==> src/rtl/tdss_pkg.sv <==
// Types, codes and constants of the two-digit seven-segment scanner
package tdss_pkg;

    localparam int unsigned BLINK_PERIOD = 800;
    localparam int unsigned CNT_W        = 10;
    localparam logic [CNT_W-1:0] BLINK_LAST = CNT_W'(BLINK_PERIOD);
    localparam logic [CNT_W-1:0] BLINK_HALF = CNT_W'(BLINK_PERIOD / 2);

    localparam int unsigned ADDR_W = 4;
    localparam int unsigned DATA_W = 32;

    typedef enum logic [1:0] {
        FUNC_TICK = 2'd0,
        FUNC_DEC  = 2'd1,
        FUNC_HEX  = 2'd2
    } func_t;

    typedef enum logic [1:0] {
        REG_BLINK_MASK  = 2'd0,
        REG_POINT_MASK  = 2'd1,
        REG_SCAN_ENABLE = 2'd2
    } reg_idx_t;

    localparam logic [7:0] SEG_BLANK = 8'hFF;

    typedef struct packed {
        logic [1:0] func;
        logic [7:0] value;
    } in_t;

    typedef struct packed {
        logic [7:0] segments;
        logic       shifted;
        logic       select_first;
        logic       select_second;
    } out_t;

    // Active-low segment pattern for one hex digit, bit 7 is the point
    function automatic logic [7:0] glyph(input logic [3:0] digit);
        logic [7:0] seg;
        case (digit)
            4'h0: seg = 8'hC0;
            4'h1: seg = 8'hF9;
            4'h2: seg = 8'hA4;
            4'h3: seg = 8'hB0;
            4'h4: seg = 8'h99;
            4'h5: seg = 8'h92;
            4'h6: seg = 8'h82;
            4'h7: seg = 8'hF8;
            4'h8: seg = 8'h80;
            4'h9: seg = 8'h90;
            4'hA: seg = 8'h88;
            4'hB: seg = 8'h83;
            4'hC: seg = 8'hC6;
            4'hD: seg = 8'hA1;
            4'hE: seg = 8'h86;
            4'hF: seg = 8'h8E;
            default: seg = SEG_BLANK;
        endcase
        return seg;
    endfunction

endpackage

==> src/rtl/two_digit_seven_segment_scanner.sv <==
// Two-digit seven-segment scanner: state, register port and output stage
//
// Takes one request per clock cycle: a scan tick, a decimal load or a hex
// load. Every request gives exactly one result, the cycle after it is taken,
// from the output register; the input side keeps accepting as long as that
// register is empty or being drained in the same cycle, so the sustained
// rate is one request per cycle. A load writes both digits and restarts the
// blink period. Each enabled tick serves one digit in turn, the second digit
// first, and drives its select line high with the active-low segment byte;
// a blinking digit is blanked in the second half of the blink period.
// Registers (APB, 32-bit): 0x0 blink mask, 0x4 point mask, 0x8 scan enable.
// Write registers only while no request is in flight.
module two_digit_seven_segment_scanner
    import tdss_pkg::*;
(
    input  logic              aclk,
    input  logic              aresetn,
    input  logic              psel,
    input  logic              penable,
    input  logic              pwrite,
    input  logic [ADDR_W-1:0] paddr,
    input  logic [DATA_W-1:0] pwdata,
    output logic [DATA_W-1:0] prdata,
    output logic              pready,
    input  logic              s_valid,
    output logic              s_ready,
    input  in_t               s_data,
    output logic              m_valid,
    input  logic              m_ready,
    output out_t              m_data
);

    logic [1:0]       blink_mask_reg;
    logic [1:0]       point_mask_reg;
    logic             scan_enable_reg;
    logic [3:0]       digit_reg [2];
    logic [CNT_W-1:0] blink_cnt_reg;
    logic             phase_reg;
    logic [1:0]       select_reg;
    logic [7:0]       last_seg_reg;
    logic             m_valid_reg;
    out_t             m_data_reg;

    logic [3:0]       digit_next [2];
    logic [CNT_W-1:0] blink_cnt_next;
    logic             phase_next;
    logic [1:0]       select_next;
    logic [7:0]       last_seg_next;
    logic             shifted_next;

    logic             s_fire;
    logic             cfg_wr;
    reg_idx_t         cfg_idx;
    logic [7:0]       dec_rem;
    logic [7:0]       dec_tens;
    logic [7:0]       dec_units;
    logic [15:0]      dec_prod;
    logic             serve_idx;
    logic [1:0]       own;
    logic             blank;
    logic [7:0]       seg;
    logic [CNT_W-1:0] cnt_inc;

    assign pready  = 1'b1;
    assign cfg_idx = reg_idx_t'(paddr[3:2]);
    assign cfg_wr  = psel && penable && pwrite;

    always_comb begin
        prdata = '0;
        case (cfg_idx)
            REG_BLINK_MASK:  prdata = DATA_W'(blink_mask_reg);
            REG_POINT_MASK:  prdata = DATA_W'(point_mask_reg);
            REG_SCAN_ENABLE: prdata = DATA_W'(scan_enable_reg);
            default:         prdata = '0;
        endcase
    end

    assign s_ready = !m_valid_reg || m_ready;
    assign s_fire  = s_valid && s_ready;
    assign m_valid = m_valid_reg;
    assign m_data  = m_data_reg;

    // value mod 100, then tens by reciprocal multiply (exact below 100)
    always_comb begin
        if (s_data.value >= 8'd200) begin
            dec_rem = s_data.value - 8'd200;
        end else if (s_data.value >= 8'd100) begin
            dec_rem = s_data.value - 8'd100;
        end else begin
            dec_rem = s_data.value;
        end
        dec_prod  = 16'(dec_rem) * 16'd205;
        dec_tens  = 8'(dec_prod >> 11);
        dec_units = dec_rem - 8'(dec_tens * 8'd10);
    end

    // phase low serves the second digit
    assign serve_idx = !phase_reg;
    assign own       = serve_idx ? 2'b10 : 2'b01;
    assign blank     = blink_mask_reg[serve_idx] && (blink_cnt_reg > BLINK_HALF);
    assign cnt_inc   = blink_cnt_reg + 1'b1;

    always_comb begin
        seg = glyph(digit_reg[serve_idx]);
        if (point_mask_reg[serve_idx]) begin
            seg[7] = 1'b0;
        end
    end

    always_comb begin
        digit_next[0]  = digit_reg[0];
        digit_next[1]  = digit_reg[1];
        blink_cnt_next = blink_cnt_reg;
        phase_next     = phase_reg;
        select_next    = select_reg;
        last_seg_next  = last_seg_reg;
        shifted_next   = 1'b0;
        case (func_t'(s_data.func))
            FUNC_TICK: begin
                if (scan_enable_reg) begin
                    if (blank) begin
                        select_next = select_reg & ~own;
                    end else begin
                        select_next   = own;
                        last_seg_next = seg;
                        shifted_next  = 1'b1;
                    end
                    blink_cnt_next = (cnt_inc == BLINK_LAST) ? '0 : cnt_inc;
                    phase_next     = !phase_reg;
                end
            end
            FUNC_DEC: begin
                blink_cnt_next = '0;
                digit_next[0]  = dec_tens[3:0];
                digit_next[1]  = dec_units[3:0];
            end
            FUNC_HEX: begin
                blink_cnt_next = '0;
                digit_next[0]  = s_data.value[7:4];
                digit_next[1]  = s_data.value[3:0];
            end
            default: begin
                // unknown function: leave state alone
            end
        endcase
    end

    always_ff @(posedge aclk) begin
        if (!aresetn) begin
            blink_mask_reg  <= '0;
            point_mask_reg  <= '0;
            scan_enable_reg <= 1'b1;
            digit_reg[0]    <= '0;
            digit_reg[1]    <= '0;
            blink_cnt_reg   <= '0;
            phase_reg       <= 1'b0;
            select_reg      <= '0;
            last_seg_reg    <= SEG_BLANK;
            m_valid_reg     <= 1'b0;
        end else begin
            if (s_fire) begin
                digit_reg[0]  <= digit_next[0];
                digit_reg[1]  <= digit_next[1];
                blink_cnt_reg <= blink_cnt_next;
                phase_reg     <= phase_next;
                select_reg    <= select_next;
                last_seg_reg  <= last_seg_next;
                m_valid_reg   <= 1'b1;
            end else if (m_ready) begin
                m_valid_reg <= 1'b0;
            end
            if (cfg_wr) begin
                case (cfg_idx)
                    REG_BLINK_MASK:  blink_mask_reg <= pwdata[1:0];
                    REG_POINT_MASK:  point_mask_reg <= pwdata[1:0];
                    REG_SCAN_ENABLE: begin
                        scan_enable_reg <= pwdata[0];
                        // disabling drops both select lines
                        if (!pwdata[0]) begin
                            select_reg <= '0;
                        end
                    end
                    default: begin
                    end
                endcase
            end
        end
    end

    always_ff @(posedge aclk) begin
        if (s_fire) begin
            m_data_reg.segments      <= last_seg_next;
            m_data_reg.shifted       <= shifted_next;
            m_data_reg.select_first  <= select_next[0];
            m_data_reg.select_second <= select_next[1];
        end
    end

endmodule

==> config.mk <==
export PLATFORM = sky130hd
export DESIGN_NAME = two_digit_seven_segment_scanner
export DESIGN_NICKNAME = d
export VERILOG_FILES = /design/src/rtl/tdss_pkg.sv /design/src/rtl/two_digit_seven_segment_scanner.sv
export SDC_FILE = /design/constraint.sdc
export NUM_CORES = 1
export LEC_CHECK = 0
export BUFFER_PORTS_ARGS = -buffer_cell sky130_fd_sc_hd__buf_2
export CAP_MARGIN = 30
export CORE_MARGIN = 1.5
export CORE_UTILIZATION = 50
export DETAILED_ROUTE_END_ITERATION = 10
export GPL_ROUTABILITY_DRIVEN = 0
export GPL_TIMING_DRIVEN = 0
export PLACE_DENSITY = 0.75
export SLEW_MARGIN = 10
export SYNTH_ARGS = -nofsm -noshare
export SYNTH_HDL_FRONTEND = slang
export SYNTH_SLANG_ARGS = --single-unit
==> constraint.sdc <==
create_clock -name aclk -period 23 [get_ports aclk]
set_input_delay 4.6 -clock aclk [delete_from_list [all_inputs] [get_ports aclk]]
set_output_delay 4.6 -clock aclk [all_outputs]
set_load 0.005 [all_outputs]
* After elaboration in Yosys (flattened, before gate mapping)
Memory sizes are Yosys's and may differ from the RTL's. Index checks and enable logic that the tools add are counted.
Storage, ports and cells: bits in registers 38, memory bits (writable) 8, bits in read-only memories 112, input port bits 53, output and inout port bits 46, word-level logic and storage cells 86, memories kept 2
Cells by class: $add $sub $neg 4, $mul 2, $lt $le $gt $ge 4, equal/unequal tests 7, muxes and demuxes 32, bitwise operators 4, reduce and logical (&&, ||, !) cells 19
Memories:
- (name not given) | words 16, width 7, rd ports 1, clocked after memory_dff 0, wr ports 0, RTL line tdss_pkg.sv:41 | case (digit)
- digit_reg | words 2, width 4, rd ports 1, clocked after memory_dff 0, wr ports 2, RTL line two_digit_seven_segment_scanner.sv:36 | logic [3:0] digit_reg [2];
Operator list (number):
- $mux 8 | 5
- $mux 10 | 2
- $pmux 10 s2 | 1
- $mul 8x8->16 const B | 1
- $mux 2 | 8
- $pmux 8 s2 | 1
- $mux 1 | 12
- $add 10x1->10 const B | 1
- $eq 10x10->1 const B | 1
- $gt 10x9->1 const B | 1
- $reduce_and 2->1 | 5
- $ge 8x7->1 const B | 1
- $ge 8x8->1 const B | 1
- $mux 4 | 2
- $sub 8x7->8 const B | 1
- $sub 8x8->8 const B | 1
- $pmux 2 s3 | 1
- $reduce_and 3->1 | 2
- $mul 5x3->3 const B | 1
- $eq 2x1->1 const B | 2
- $eq 2x2->1 const B | 2
- $logic_and 1x1->1 | 4
- $logic_not 2->1 | 2
- $ne 2x2->1 const B | 2
- other kinds (9) | 12

* Longest topological paths before layout
depth in word-level cells 11, depth in mapped cells 29

* Worst setup path before layout
OpenSTA, ideal clock, no wires.
path type input-to-reg, start point in s_data[2] (netlist name), end point mem digit_reg[1][3], data pin, library setup time 0.254 ns, data arrival time 10.617 ns, setup slack 12.128 ns, cell stages on the path 27, cell sequence clkbuf_1 > inv_1 > ha_1 > a2111oi_4 > nand2b_1 > or3b_2 > o211ai_1 > xor2_1 > inv_1 > ha_1 > inv_1 > fa_1 > inv_1 > fa_1 > inv_1 > fa_1 > inv_1 > ha_1 > and4_1 > nand3_1 > a2111oi_0 > a2111oi_2 > xor2_1 > fa_1 > xor2_1 > xnor3_1 > o21a_1
RTL lines:
- start, declared | RTL line two_digit_seven_segment_scanner.sv:27 | input in_t s_data,
- end, declared | RTL line two_digit_seven_segment_scanner.sv:36

==> run metrics <==
worst vdd ir=roughly 0.053 mV; P_int=0.000196 W; Crit. Startpoint=s_data[2]; residual DRC count=0; first-pass GRT wire length=14300 µm; CTS Buf Count=5; post-route minimum period=11510 ps; yosys warns=0; Clock power frac=15.3%; layout cells sized above 1=between 10% and 20%; clk root buf=clkbuf_8; post-synthesis cell count=508; clk_lat worst skew=300 ps; Congestion Overflow GR=0; IO buf count=31; worst-path maximum fanout=7; Gate power share=55.8%; Sw Pwr=about 0.00013 W; top-count cell post-synth=inv_1; top-area cell type share of the netlist area=15.5%; H-tree depth=2; Tot GR Track Use=roughly a fifth; Slew headroom=a little under two fifths; Max-Cap Viols=0; RSZ-0062 raised after global routing=false; Worst Setup Start Kind=input pin; Nets=695; DR iter-0 viols=109; Resized cells post-CTS=0; crit path to=digit_reg[1][3]$_SDFFCE_PN0P_; Post-CTS Hold Buffers=0; worst r2r src=blink_cnt_reg[0]$_SDFFE_PN0P_; critical path arrival=~12000 ps; Final period util=50.0%; vias in the first global route=about 3300; pwr/cell area=67.0 nW/µm²; Final Instance Count excl. Fillers=682; crit-path max cell delay=540 ps; maximum clock path buffer count=2; Final Max Tran Viols=0; register area share after synthesis=25.4%; top cells by area, synth=ha_1 15%, edfxtp_1 13%, dfxtp_1 12%; Post-synth ARST share=0%; R2R cell count=10; FP Rows=33; setup slack, reg-to-reg=20260 ps; power consumption=0.000326 W; fmax=0.0869 GHz; per-cell routed wire length=between 10 and 15 µm; vias per inst=5.19; Die Ht=roughly 96 µm; Die Footprint=about 9300 µm²; most common cell type on the critical path=inv_1; Initial Utilization=52.4%; TritonCTS clock tree=built; routed vias=about 3500; WP data required=about 23000 ps; largest net degree at the start of global routing=21; status=finished clean; dpl cells=673; HPWL after DPL=just under 7000 µm; Post-synth EDFFs=19; Synth cell types=61; Static Leak=2.27 nW; critical path type=input pin to flip-flop; synthesis-stage register bit count=46; leading area contributor after synthesis=ha_1; final wirelength=between 8000 and 9000 µm; # setup viols final=0; I/O Pins=99; Final Hold Fails=0; switching share of total power=between 30 and 40%; critical path endpoint category=flip-flop; clock skew=approximately 9.6 ps; Worst Hold Class=flip-flop to flip-flop; ys flop type=dfxtp_1; synthesized cell area=4370 µm²; Total Neg Setup Slack=0 ps; antenna violations before repair=0; worst r2r dst=last_seg_reg[7]$_SDFFE_PN1P_; Die X=slightly below 100 µm; Largest register FFs=11; slowest library cell on the worst path=fa_1; clock sinks=46; Core Box Area=about 8300 µm²; Antenna diodes=0; ANT nets after route=0; Slew @ Worst Pin=944 ps; clock slew at reported path FFs=90 ps; Reg power frac=28.9%; DR pass1 iterations=4; synthesis-to-finish area growth=11.3%; commonest cells in the synthesized netlist=64 x inv_1, 54 x ha_1, 46 x nand2_1, 31 x buf_4, 27 x dfxtp_1; Post CTS Setup Buffer Count=0; syn avg cell area=8.60 µm²
[power by group through the flow]
stage	Sequential, W	Clock, W	Combinational (W)
5_1_grt	0.0000949	0.0000543	0.000210
2_1_floorplan	0.0000959	0	0.000141
6_report	0.0000941	0.0000497	0.000182
3_5_place_dp	0.0000961	0	0.000179
4_1_cts	0.0000942	0.0000513	0.000182
3_3_place_gp	0.0000958	0	0.000172
[logic make-up (layout without fill, tap and decap cells)]
group                    Yosys count  after routing  synth area share, %
adder cells (fa/ha/maj)           66             66                 21.0
flip-flops                        46             46                 25.4
XOR/XNOR                          13             13                 2.92
AO/OA/AOI/OAI                     90             90                 14.2
other                              2             31                0.172
multiplexers                      26             26                 6.50
AND/OR/NAND/NOR                  149            149                 17.1
buffers and inverters            116            156                 12.7
[how the worst min path moves through the flow]
stage / cells after the start / start / slack [ps] / to
final: 2 / select_reg[1]$_SDFF_PN0_ / 470 / select_reg[1]$_SDFF_PN0_
after detailed placement: 2 / last_seg_reg[0]$_SDFFE_PN1P_ / 450 / last_seg_reg[0]$_SDFFE_PN1P_
after CTS: 2 / select_reg[1]$_SDFF_PN0_ / 470 / select_reg[1]$_SDFF_PN0_
after floorplan: 2 / last_seg_reg[1]$_SDFFE_PN1P_ / 430 / last_seg_reg[1]$_SDFFE_PN1P_
after global routing: 2 / select_reg[1]$_SDFF_PN0_ / 490 / select_reg[1]$_SDFF_PN0_
after global placement: 2 / last_seg_reg[6]$_SDFFE_PN1P_ / 440 / last_seg_reg[6]$_SDFFE_PN1P_
[metrics by stage]
| stage | util (%) | hold slack [ps] | area [µm²] | setup slack, ps |
|---|---|---|---|---|
| 6_report | 58.3 | 466 | 4860 | 11490 |
| 5_1_grt | 58.3 | 491 | 4860 | 11070 |
| 4_1_cts | 58.2 | 469 | 4860 | 11510 |
| 3_5_place_dp | 57.1 | 454 | 4760 | 11210 |
| 3_3_place_gp | 57.1 | 443 | 4760 | 11370 |
| 2_1_floorplan | - | 435 | 4480 | 12130 |
[cell type report]
| class | count | area, µm² |
|---|---|---|
| repair buffers | 32 | 160 |
| well taps | 105 | 131 |
| clock inverters | 3 | 23.8 |
| multi-input cells | 375 | 2810 |
| flip-flops and latches | 46 | 1110 |
| inverters | 64 | 240 |
| plain buffers | 52 | 314 |
| clock buffers | 5 | 68.8 |
| fillers | 765 | 3480 |
[critical path: cells and delay by family]
kind / cells / cell delay (ps)
buffers and inverters: 9 / 960
adder cells (fa/ha/maj): 8 / 2990
AO/OA/AOI/OAI: 3 / 670
XOR/XNOR: 4 / 990
AND/OR/NAND/NOR: 6 / 1330
[routing by layer]
metal  wire length [µm]  up-vias  part of all wire [%]  global-route usage [%]
met3                232        8                   2.7                    2.27
li1                   -     1821                     -                       -
met1               3780     1650                    44                    22.1
met5                  0        -                     0                       0
met2               4400       62                    52                    36.7
met4                 89        0                   1.0                    6.04
[placed cells by master, fill, tap and decap left out, types with 3 or more instances in the layout]
| master | netlist | routed |
|---|---|---|
| mux2_2 | 8 | 8 |
| and4_1 | 3 | 3 |
| conb_1 | 2 | 31 |
| and3_1 | 3 | 3 |
| ha_1 | 54 | 54 |
| nor2b_1 | 7 | 7 |
| a21oi_1 | 18 | 18 |
| nand3_1 | 26 | 26 |
| a21boi_0 | 8 | 8 |
| o21ai_0 | 25 | 25 |
| mux2i_1 | 16 | 16 |
| o211ai_1 | 4 | 4 |
| buf_2 | 2 | 34 |
| nand2b_1 | 5 | 5 |
| xor2_1 | 6 | 6 |
| nand3b_1 | 4 | 4 |
| xnor2_1 | 6 | 6 |
| nor3_1 | 13 | 13 |
| a31oi_1 | 3 | 3 |
| nand2_1 | 46 | 46 |
| buf_4 | 31 | 31 |
| edfxtp_1 | 19 | 19 |
| fa_1 | 12 | 12 |
| inv_1 | 64 | 64 |
| and2_1 | 5 | 5 |
| nand4_1 | 4 | 4 |
| dfxtp_1 | 27 | 27 |
| nor2_1 | 22 | 22 |
| a21o_1 | 3 | 3 |
| clkbuf_8 | 0 | 5 |
| o21a_1 | 5 | 5 |
| clkbuf_1 | 19 | 19 |
(Power assumes the default switching activity.)
